## src/design/efd_pkg.sv

```systemverilog
package efd_pkg;

    localparam int MAX_PAYLOAD = 32;
    localparam int CNT_W = 6;
    localparam int QUEUE_DEPTH = 4;
    localparam int QUEUE_AW = $clog2(QUEUE_DEPTH);

    localparam logic [7:0] BYTE_STX = 8'h02;
    localparam logic [7:0] BYTE_ETX = 8'h03;
    localparam logic [7:0] BYTE_ESC = 8'h04;
    localparam logic [7:0] BYTE_ESC_STX = 8'h06;
    localparam logic [7:0] BYTE_ESC_ETX = 8'h07;
    localparam logic [7:0] ASCII_ZERO = 8'h30;

    localparam logic [7:0] CMD_50 = 8'd50;
    localparam logic [7:0] CMD_52 = 8'd52;
    localparam logic [7:0] CMD_30 = 8'd30;
    localparam logic [7:0] CMD_32 = 8'd32;
    localparam logic [7:0] CMD_34 = 8'd34;
    localparam logic [7:0] CMD_36 = 8'd36;
    localparam logic [7:0] CMD_40 = 8'd40;

    localparam logic CFG_CONTROLLER_ID = 1'b0;
    localparam logic CFG_ELEVATOR_ID = 1'b1;

    typedef enum logic [1:0] {
        ST_ACCEPTED = 2'd0,
        ST_CHECKSUM = 2'd1,
        ST_MISMATCH = 2'd2,
        ST_OVERFLOW = 2'd3
    } status_t;

    typedef struct packed {
        logic [7:0] payload_byte;
        logic       end_of_frame;
        status_t    frame_status;
    } rec_t;

    typedef struct packed {
        logic [1:0] count;
        rec_t       rec1;
        rec_t       rec0;
    } push_t;

endpackage

```

## src/design/escaped_frame_deframer.sv

```systemverilog
// A result word enters the result queue at the edge that accepts the input word causing it.
// One input word per cycle while s_ready is high; a word causes zero, one or two result words.
// The result queue holds four words and takes input while at least two slots are free.
// Reset (aresetn low, synchronous) clears the frame state, both address registers and the queue.
module escaped_frame_deframer (
    input  logic       aclk,
    input  logic       aresetn,
    input  logic       cfg_we,
    input  logic       cfg_index,
    input  logic [7:0] cfg_wdata,
    input  logic       s_valid,
    output logic       s_ready,
    input  logic [7:0] s_rx_byte,
    output logic       m_valid,
    input  logic       m_ready,
    output logic [7:0] m_payload_byte,
    output logic       m_end_of_frame,
    output logic [1:0] m_frame_status
);

    efd_pkg::push_t push;
    efd_pkg::rec_t  out_rec;
    logic           accept;

    assign accept = s_valid && s_ready;

    efd_core u_core (
        .aclk      (aclk),
        .aresetn   (aresetn),
        .cfg_we    (cfg_we),
        .cfg_index (cfg_index),
        .cfg_wdata (cfg_wdata),
        .accept    (accept),
        .rx_byte   (s_rx_byte),
        .push      (push)
    );

    efd_outq u_outq (
        .aclk      (aclk),
        .aresetn   (aresetn),
        .push      (push),
        .space     (s_ready),
        .out_valid (m_valid),
        .out_ready (m_ready),
        .out_rec   (out_rec)
    );

    assign m_payload_byte = out_rec.payload_byte;
    assign m_end_of_frame = out_rec.end_of_frame;
    assign m_frame_status = out_rec.frame_status;

endmodule

```

## src/design/efd_core.sv

```systemverilog
module efd_core (
    input  logic           aclk,
    input  logic           aresetn,
    input  logic           cfg_we,
    input  logic           cfg_index,
    input  logic [7:0]     cfg_wdata,
    input  logic           accept,
    input  logic [7:0]     rx_byte,
    output efd_pkg::push_t push
);

    logic [7:0] controller_id_reg;
    logic [7:0] elevator_id_reg;

    logic                     in_frame_reg, in_frame_next;
    logic [7:0]               d0_reg, d0_next;
    logic [7:0]               d1_reg, d1_next;
    logic [1:0]               fill_reg, fill_next;
    logic                     esc_reg, esc_next;
    logic [6:0]               sum_reg, sum_next;
    logic [efd_pkg::CNT_W-1:0] count_reg, count_next;
    logic [7:0]               hdr_reg [4];
    logic [7:0]               hdr_next [4];
    logic                     ovf_reg, ovf_next;

    logic [1:0]  cand_vld;
    logic [7:0]  cand_byte [2];
    logic        is_etx;
    logic [7:0]  body;
    logic [8:0]  raw_sum;
    logic [14:0] tens_prod;
    logic [3:0]  tens;
    logic [6:0]  ones;
    logic        known;
    efd_pkg::status_t verdict;
    efd_pkg::rec_t    recs [2];
    logic [1:0]  nrec;

    always_ff @(posedge aclk) begin
        if (!aresetn) begin
            controller_id_reg <= '0;
            elevator_id_reg <= '0;
        end else if (cfg_we) begin
            case (cfg_index)
                efd_pkg::CFG_CONTROLLER_ID: controller_id_reg <= cfg_wdata;
                efd_pkg::CFG_ELEVATOR_ID: elevator_id_reg <= cfg_wdata;
                default: ;
            endcase
        end
    end

    // Check digits are ASCII of sum/10 and sum%10; sum is at most 99.
    assign tens_prod = {8'd0, sum_reg} * 15'd205;
    assign tens = tens_prod[14:11];
    assign ones = sum_reg - 7'(tens) * 7'd10;

    always_comb begin
        in_frame_next = in_frame_reg;
        d0_next = d0_reg;
        d1_next = d1_reg;
        fill_next = fill_reg;
        esc_next = esc_reg;
        sum_next = sum_reg;
        count_next = count_reg;
        hdr_next = hdr_reg;
        ovf_next = ovf_reg;
        cand_vld = '0;
        cand_byte[0] = '0;
        cand_byte[1] = '0;
        is_etx = 1'b0;
        body = d0_reg;
        raw_sum = {2'd0, sum_reg} + {1'b0, d0_reg};
        recs[0] = '0;
        recs[1] = '0;
        nrec = '0;
        known = 1'b0;
        verdict = efd_pkg::ST_ACCEPTED;

        if (accept && rx_byte == efd_pkg::BYTE_STX) begin
            d0_next = '0;
            d1_next = '0;
            fill_next = '0;
            esc_next = 1'b0;
            sum_next = '0;
            count_next = '0;
            hdr_next = '{default: '0};
            ovf_next = 1'b0;
            in_frame_next = 1'b1;
        end else if (accept && in_frame_reg) begin
            if (rx_byte == efd_pkg::BYTE_ETX) begin
                is_etx = 1'b1;
                cand_vld[0] = esc_reg;
                cand_byte[0] = efd_pkg::BYTE_ESC;
            end else if (fill_reg == 2'd2) begin
                d0_next = d1_reg;
                d1_next = rx_byte;
                if (raw_sum >= 9'd300) begin
                    sum_next = 7'(raw_sum - 9'd300);
                end else if (raw_sum >= 9'd200) begin
                    sum_next = 7'(raw_sum - 9'd200);
                end else if (raw_sum >= 9'd100) begin
                    sum_next = 7'(raw_sum - 9'd100);
                end else begin
                    sum_next = raw_sum[6:0];
                end
                if (esc_reg) begin
                    esc_next = 1'b0;
                    cand_vld[0] = 1'b1;
                    case (body)
                        efd_pkg::BYTE_ESC: cand_byte[0] = efd_pkg::BYTE_ESC;
                        efd_pkg::BYTE_ESC_STX: cand_byte[0] = efd_pkg::BYTE_STX;
                        efd_pkg::BYTE_ESC_ETX: cand_byte[0] = efd_pkg::BYTE_ETX;
                        default: begin
                            cand_byte[0] = efd_pkg::BYTE_ESC;
                            cand_vld[1] = 1'b1;
                            cand_byte[1] = body;
                        end
                    endcase
                end else if (body == efd_pkg::BYTE_ESC) begin
                    esc_next = 1'b1;
                end else begin
                    cand_vld[0] = 1'b1;
                    cand_byte[0] = body;
                end
            end else begin
                if (fill_reg == 2'd0) begin
                    d0_next = rx_byte;
                end else begin
                    d1_next = rx_byte;
                end
                fill_next = fill_reg + 2'd1;
            end
        end

        for (int i = 0; i < 2; i++) begin
            if (cand_vld[i]) begin
                if (count_next >= efd_pkg::CNT_W'(efd_pkg::MAX_PAYLOAD)) begin
                    ovf_next = 1'b1;
                end else begin
                    if (count_next < efd_pkg::CNT_W'(4)) begin
                        hdr_next[count_next[1:0]] = cand_byte[i];
                    end
                    count_next = count_next + efd_pkg::CNT_W'(1);
                    recs[nrec[0]].payload_byte = cand_byte[i];
                    recs[nrec[0]].end_of_frame = 1'b0;
                    recs[nrec[0]].frame_status = efd_pkg::ST_ACCEPTED;
                    nrec = nrec + 2'd1;
                end
            end
        end

        known = (hdr_next[3] == efd_pkg::CMD_50) || (hdr_next[3] == efd_pkg::CMD_52) ||
                (hdr_next[3] == efd_pkg::CMD_30) || (hdr_next[3] == efd_pkg::CMD_32) ||
                (hdr_next[3] == efd_pkg::CMD_34) || (hdr_next[3] == efd_pkg::CMD_36) ||
                (hdr_next[3] == efd_pkg::CMD_40);
        if (fill_reg != 2'd2) begin
            verdict = efd_pkg::ST_MISMATCH;
        end else if (d0_reg != (efd_pkg::ASCII_ZERO + {4'd0, tens}) ||
                     d1_reg != (efd_pkg::ASCII_ZERO + {1'b0, ones})) begin
            verdict = efd_pkg::ST_CHECKSUM;
        end else if (ovf_next) begin
            verdict = efd_pkg::ST_OVERFLOW;
        end else if (count_next < efd_pkg::CNT_W'(4) || !known ||
                     hdr_next[0] != controller_id_reg || hdr_next[2] != elevator_id_reg) begin
            verdict = efd_pkg::ST_MISMATCH;
        end else begin
            verdict = efd_pkg::ST_ACCEPTED;
        end

        if (is_etx) begin
            recs[nrec[0]].payload_byte = '0;
            recs[nrec[0]].end_of_frame = 1'b1;
            recs[nrec[0]].frame_status = verdict;
            nrec = nrec + 2'd1;
        end

        push.count = nrec;
        push.rec0 = recs[0];
        push.rec1 = recs[1];
    end

    always_ff @(posedge aclk) begin
        if (!aresetn || is_etx) begin
            in_frame_reg <= 1'b0;
            d0_reg <= '0;
            d1_reg <= '0;
            fill_reg <= '0;
            esc_reg <= 1'b0;
            sum_reg <= '0;
            count_reg <= '0;
            hdr_reg <= '{default: '0};
            ovf_reg <= 1'b0;
        end else begin
            in_frame_reg <= in_frame_next;
            d0_reg <= d0_next;
            d1_reg <= d1_next;
            fill_reg <= fill_next;
            esc_reg <= esc_next;
            sum_reg <= sum_next;
            count_reg <= count_next;
            hdr_reg <= hdr_next;
            ovf_reg <= ovf_next;
        end
    end

endmodule

```

## src/design/efd_outq.sv

```systemverilog
module efd_outq (
    input  logic                aclk,
    input  logic                aresetn,
    input  efd_pkg::push_t      push,
    output logic                space,
    output logic                out_valid,
    input  logic                out_ready,
    output efd_pkg::rec_t       out_rec
);

    efd_pkg::rec_t                mem_reg [efd_pkg::QUEUE_DEPTH];
    logic [efd_pkg::QUEUE_AW-1:0] wr_ptr_reg, wr_ptr_next;
    logic [efd_pkg::QUEUE_AW-1:0] rd_ptr_reg, rd_ptr_next;
    logic [efd_pkg::QUEUE_AW:0]   count_reg, count_next;
    logic                         pop;

    assign pop = out_valid && out_ready;
    assign out_valid = (count_reg != '0);
    assign out_rec = mem_reg[rd_ptr_reg];
    assign space = (count_reg <= (efd_pkg::QUEUE_AW + 1)'(efd_pkg::QUEUE_DEPTH - 2));

    always_comb begin
        wr_ptr_next = wr_ptr_reg + efd_pkg::QUEUE_AW'(push.count);
        rd_ptr_next = rd_ptr_reg + efd_pkg::QUEUE_AW'(pop);
        count_next = count_reg + (efd_pkg::QUEUE_AW + 1)'(push.count)
                     - (efd_pkg::QUEUE_AW + 1)'(pop);
    end

    always_ff @(posedge aclk) begin
        if (push.count != 2'd0) begin
            mem_reg[wr_ptr_reg] <= push.rec0;
        end
        if (push.count == 2'd2) begin
            mem_reg[wr_ptr_reg + efd_pkg::QUEUE_AW'(1)] <= push.rec1;
        end
    end

    always_ff @(posedge aclk) begin
        if (!aresetn) begin
            wr_ptr_reg <= '0;
            rd_ptr_reg <= '0;
            count_reg <= '0;
        end else begin
            wr_ptr_reg <= wr_ptr_next;
            rd_ptr_reg <= rd_ptr_next;
            count_reg <= count_next;
        end
    end

endmodule

```

## config.mk

```make
export PLATFORM = sky130hd
export DESIGN_NAME = escaped_frame_deframer
export DESIGN_NICKNAME = d
export VERILOG_FILES = /design/src/design/efd_pkg.sv /design/src/design/escaped_frame_deframer.sv /design/src/design/efd_core.sv /design/src/design/efd_outq.sv
export SDC_FILE = /design/constraint.sdc
export NUM_CORES = 1
export LEC_CHECK = 0
export CAP_MARGIN = 40
export CORE_ASPECT_RATIO = 1.25
export CORE_MARGIN = 2
export CORE_UTILIZATION = 35
export CTS_BUF_LIST = sky130_fd_sc_hd__clkbuf_8
export CTS_CLUSTER_SIZE = 30
export DETAILED_ROUTE_END_ITERATION = 10
export DONT_BUFFER_PORTS = 1
export PLACE_DENSITY_LB_ADDON = 0.12
export SLEW_MARGIN = 25
export SYNTH_ARGS = -nofsm -noshare
export SYNTH_HDL_FRONTEND = slang
export SYNTH_SLANG_ARGS = --single-unit
export TNS_END_PERCENT = 10
```

## constraint.sdc

```tcl
create_clock -name aclk -period 7.8 [get_ports aclk]
set_clock_uncertainty 0.2 [all_clocks]
set_input_delay 1.56 -clock aclk [delete_from_list [all_inputs] [get_ports aclk]]
set_output_delay 1.56 -clock aclk [all_outputs]
set_load 0.005 [all_outputs]
```

[Word level (Yosys, flattened, before mapping)]
Memories as Yosys holds them, arrays and structs flattened. A register that Yosys moved wholly into a read port is not among the register bits.
Cells that the tools add are included.
Word-level totals
  flip-flop bits (word level): 89
  output and inout port bits: 13
  memories: 1
  RAM bits: 44
Cells by class
  $lt $le $gt $ge: 17
  add/subtract/negate cells: 17
  bitwise gates (word level): 7
  $mul: 2
  reductions and logical operators: 33
  muxes and demuxes: 91
  equality and inequality tests: 20
Memory list
  u_outq.mem_reg: words 4, bits a word 11, rd ports 1, clocked after Yosys merged registers in 1, write ports 2, line efd_outq.sv:11  | efd_pkg::rec_t mem_reg [efd_pkg::QUEUE_DEPTH];
Operators with widths (number)
  $mux W32: 7
  $bwmux W22: 6
  $mux W8: 12
  $demux W11 S1: 6
  $mux W22: 3
  $bwmux W32: 2
  $eq A8 B6 Y1 const B: 6
  $mux W16: 3
  $mux W11: 4
  $demux W8 S2: 2
  $ne A8 B8 Y1: 4
  $mux W6: 5
  $mux W2: 14
  $eq A8 B3 Y1 const B: 3
  $mux W1: 21
  $mux W7: 3
  $lt A6 B3 Y1 const B: 3
  $eq A8 B2 Y1 const B: 2
  $mul A7 B8 Y15 const B: 1
  $sub A7 B7 Y7 const B: 2
  $add A6 B1 Y6 const B: 2
  $ge A6 B6 Y1 const B: 2
  $reduce_and A3 Y1: 4
  $logic_or A1 B1 Y1: 11
  36 further kinds: 59

[Logic depth before layout (Yosys ltp)]
  depth after elaboration: 35
  mapped depth: 31
  mapped depth without buffers: 31

[Cells and area by module]
From an unflattened synthesis, not the netlist that was laid out.
Unflattened totals
  cells, all modules: 954
  area, all modules: 9103.7 um^2
Modules (own cells, without submodules)
  efd_core: area each 6414.9 um^2, cells each 799, instances 1
  efd_outq: area each 2682.6 um^2, cells each 154, instances 1
  escaped_frame_deframer: area each 6.3 um^2, cells each 1, instances 1

[Worst setup path before layout]
OpenSTA, ideal clock, no wires.
  kind: register to register
  start point: register u_core.sum_reg[4]
  end point: memory u_outq.mem_reg[1][1] in the netlist's numbering, data pin
  setup time: 0.182 ns
  buffers on the path: 0
  data arrival time: 6.462 ns
  cell stages (with the launch flop): 25
  path slack: 0.956 ns
  cell sequence: dfxtp_1 -> ha_1 -> ha_1 -> fa_1 -> inv_1 -> fa_1 -> inv_1 -> ha_1 -> a211oi_1 -> a211oi_1 -> or4_1 -> a31oi_1 -> xnor2_1 -> xnor2_1 -> ha_1 -> fa_1 -> inv_1 -> ha_1 -> xnor2_1 -> ha_1 -> xnor2_1 -> or4b_1 -> a311o_1 -> and2_1 -> nor4b_1
RTL lines
  from (decl): line efd_core.sv:20  | logic [6:0] sum_reg, sum_next;
  from (signal assigned): line efd_core.sv:199  | sum_reg <= sum_next;
  to (decl): line efd_outq.sv:11

==> impl_metrics.csv <==
group,metric,value,unit
run_status,status,"finished clean",
placement,port_buffers,0,
timing,fin_crit,7.27,ns
detailed_routing,post_drt_wl_per_cell,17.7,um
final_layout,synthToLayoutAreaGrowth,10.1,%
floorplan,core-area,24300,sq um
critical_path,r2r_setup_slack,0.53,ns
timing,relSlewSlack,44.2,%
critical_path,worst_setup_path_start_kind,"flip-flop",
clock_tree,clkSinkCount,125,
placement,place_area,9060,sq um
clock_tree,clock_latency,0.46,ns
power_and_ir_drop,power_per_cell_area,146,nW/um^2
final_layout,nets,1049,
critical_path,r2r_start,"u_core.sum_reg[4]",
yosys,syn_nets,1040,
grt,grt_usage,18.6,%
yosys,avgSynthCellArea,9.23,sq um
yosys,synth_edf_count,44,
yosys,synth.distinct_cells,80,
grt,busiest_layer,"met2",
critical_path,critPathCaptureType,"flip-flop",
clock_tree,tritoncts,"yes",
placement,post-place-ws,0.414,ns
critical_path,worst-path-max-fanout,7,
clock_tree,clk_path_buf_depth,2,
placement,globalplace.congestion,0.822,
min_path,min_path_cells,2,
clock_tree,post-cts-setup-buffer-count,0,
critical_path,cpMostUsedCell,"ha_1",
min_path,whs_endpoint,"u_core.elevator_id_reg[4]",
floorplan,dieArea,25900,sq um
min_path,hp-start,"u_core.elevator_id_reg[4]",
grt,met2_usage,33.5,%
clock_tree,path_clk_slew,0.08,ns
grt,grt_pass1_wl,36.6,mm
timing,tightest_slew,0.825,ns
clock_tree,cts_inserted_buffers,17,
power_and_ir_drop,total_power,1.38,mW
grt,use_met3,3.79,%
final_layout,antenna_cells,0,
yosys,netlist_instances,932,
final_layout,ff_latch_area,2940,sq um
critical_path,crit_arrival,7.34,ns
run,drv_cap,0,
yosys,synth-async-reset-ratio,0,%
detailed_routing,dr.pass1.iters,4,
critical_path,cp_data_required_time,7.87,ns
timing,rsz0062_at_grt,"false",
timing,fmax,138,MHz
final_layout,drive_gt1_share,10.3,%
detailed_routing,routed_via_density,5.18,
detailed_routing,ant_nets,0,
clock_tree,cts-htree-levels,4,
floorplan,start_util,35.3,%
yosys,synth.cell_area,8600,sq um
timing,worst_slack,0.531,ns
grt,grt_overflow,0,
critical_path,crit_slowest_cell,"or4_1",
floorplan,die_w,144,um
critical_path,path_class,"reg2reg",
power_and_ir_drop,p_leak,3.55,nW
timing,final.setup.tns,0,ns
final_layout,fill_cells,2518,
critical_path,rr_endpoint,"u_outq.mem_reg[1][1]",
floorplan,fp.dieH,179,um
timing,drv_slew,0,
timing,finalSetupViolCount,0,
grt,grt_max_degree,34,
min_path,hold_path.class,"reg2reg",
detailed_routing,vias,6651,
yosys,yosys_warnings,0,
yosys,ys_seq_area_share,34.2,%
grt,grt_antenna_before_repair,0,
timing,hold_viol,0,
yosys,synth-seq-cells,125,
yosys,ys.flop_type,"dfxtp_1",
power_and_ir_drop,ir_drop,0.0900,mV
placement,dp_hpwl,17.3,mm
timing,finalCritPeriodShare,93.2,%
clock_tree,root_buffer,"clkbuf_8",
critical_path,slowest_delay,0.56,ns
detailed_routing,drt_iter0_markers,334,
final_layout,fin_area,9470,sq um
floorplan,ios,35,
floorplan,fp-row-count,64,
grt,first_global_vias,6545,
final_layout,largest_reg_flops,44,
detailed_routing,wirelength,22.8,mm
critical_path,cp_cell_sequence,"ha_1, ha_1, fa_1, inv_1, fa_1, inv_1, ha_1, a211oi_1, a211oi_1, or4_1, a31oi_2, xnor2_2, xnor2_1, ha_1, fa_1, inv_1, ha_1, xnor2_1, ha_1, xnor2_1, or4b_1, a311o_1, and2_1, nor4b_1",
grt,grt_use_met1,22.2,%
final_layout,multi_input_area,5310,sq um
detailed_routing,post-route-drc-count,0,
critical_path,ff2ff_path_depth,24,
## per-layer routing
| metal | part of all wire (%) | routed length, um | up-vias |
|---|---|---|---|
| li1 | - | - | 3353 |
| met2 | 52 | 11800 | 77 |
| met4 | 1.6 | 363 | 0 |
| met5 | 0 | 0 | - |
| met1 | 43 | 9850 | 3204 |
| met3 | 3.4 | 782 | 17 |
## synthesized netlist by cell type (all sizes together), types with 5 or more instances
cell,instances,area (sq um)
a211oi,15,113
a21boi,18,135
a21o,6,45.0
a21oi,32,160
a22oi,8,60.1
a31oi,8,50.1
and2,32,203
buf,5,31.3
clkbuf,32,120
dfxtp,81,1620
edfxtp,44,1320
fa,11,220
ha,75,938
inv,60,225
mux2,5,60.1
mux2i,33,330
mux4,11,248
nand2,78,293
nand2b,9,56.3
nand3,49,245
nand4,11,68.8
nor2,93,352
nor2b,7,43.8
nor3,15,91.3
nor4,5,67.6
o211ai,8,60.1
o21ai,40,200
o31ai,5,56.3
or2,5,33.8
or3,7,43.8
xnor2,41,359
xor2,19,166
## cell families after synthesis
| kind of cell | after synthesis | share of synthesized area (%) |
|---|---|---|
| muxes | 49 | 7.42 |
| and+or+nand+nor | 335 | 19.8 |
| AOI/OAI and AO/OA | 179 | 14.5 |
| adders and majority gates | 87 | 13.6 |
| DFF | 125 | 34.2 |
| xor gates and xnor gates | 60 | 6.11 |
| buffers and inverters | 97 | 4.38 |
## cell usage in the layout (no fill, tap or decap), types with 6 or more instances in the layout
master,n
a211oi_1,15
nor3_1,13
xnor2_1,40
buf_4,21
nor2b_1,7
edfxtp_1,44
a22oi_1,8
mux4_2,11
and2_1,31
o211ai_1,8
clkbuf_8,20
nand2b_1,9
nand4_1,11
xor2_1,19
fa_1,11
ha_1,75
inv_1,65
mux2i_1,33
a21o_1,6
a21oi_1,32
nor2_1,92
nand3_1,49
nand2_1,78
dfxtp_1,80
or3_1,7
a31oi_1,7
o21ai_0,39
a21boi_0,18
## power breakdown
group / total [mW] / internal (mW) / switching, mW
clock network: 0.565 / 0.301 / 0.264
registers: 0.701 / 0.684 / 0.0172
logic: 0.114 / 0.0565 / 0.0575
total: 1.38 / 1.04 / 0.339
## worst max-delay path, delay by kind of cell (launching register included)
kind / cells / cell delay, ns
flops: 1 / 0.50
buf+inv: 3 / 0.14
simple gates: 4 / 1.51
xor+xnor: 4 / 0.66
fa+ha+maj: 9 / 3.06
compound gates: 4 / 0.99
## stage by stage
step / utilization, % / hold slack [ns] / cells
6_report: 38.9 / 0.285 / 1284
4_1_cts: 38.8 / 0.289 / 1282
3_3_place_gp: 37.0 / 0.270 / 1244
2_1_floorplan: - / 0.255 / 932
3_5_place_dp: 37.2 / 0.275 / 1250
5_1_grt: 38.9 / 0.307 / 1284
## area by class of cell
class / instances / share of cell area (%)
inverters: 60 / 2.38
clock inverters: 12 / 1.12
multi-input cells: 710 / 56.0
clock buffers: 20 / 2.91
flip-flops and latches: 125 / 31.1
repair buffers: 27 / 2.11
well taps: 330 / 4.36
## repair_timing
action	in CTS	in global routing
resized for setup	0	3
endpoints found under the setup margin	0	5
hold buffers	0	0
## worst max path at each step
stage,start,to,depth (start not counted)
CTS,u_core.sum_reg[4],u_outq.mem_reg[1][1],26
global route,u_core.sum_reg[4],u_outq.mem_reg[1][1],26
floorplan,u_core.sum_reg[4],u_outq.mem_reg[1][1],24
detailed placement,u_core.sum_reg[4],u_outq.mem_reg[1][1],24
finish,u_core.sum_reg[4],u_outq.mem_reg[1][1],24
global placement,u_core.sum_reg[4],u_outq.mem_reg[3][1],26
Power figures use the tool's default switching activity.
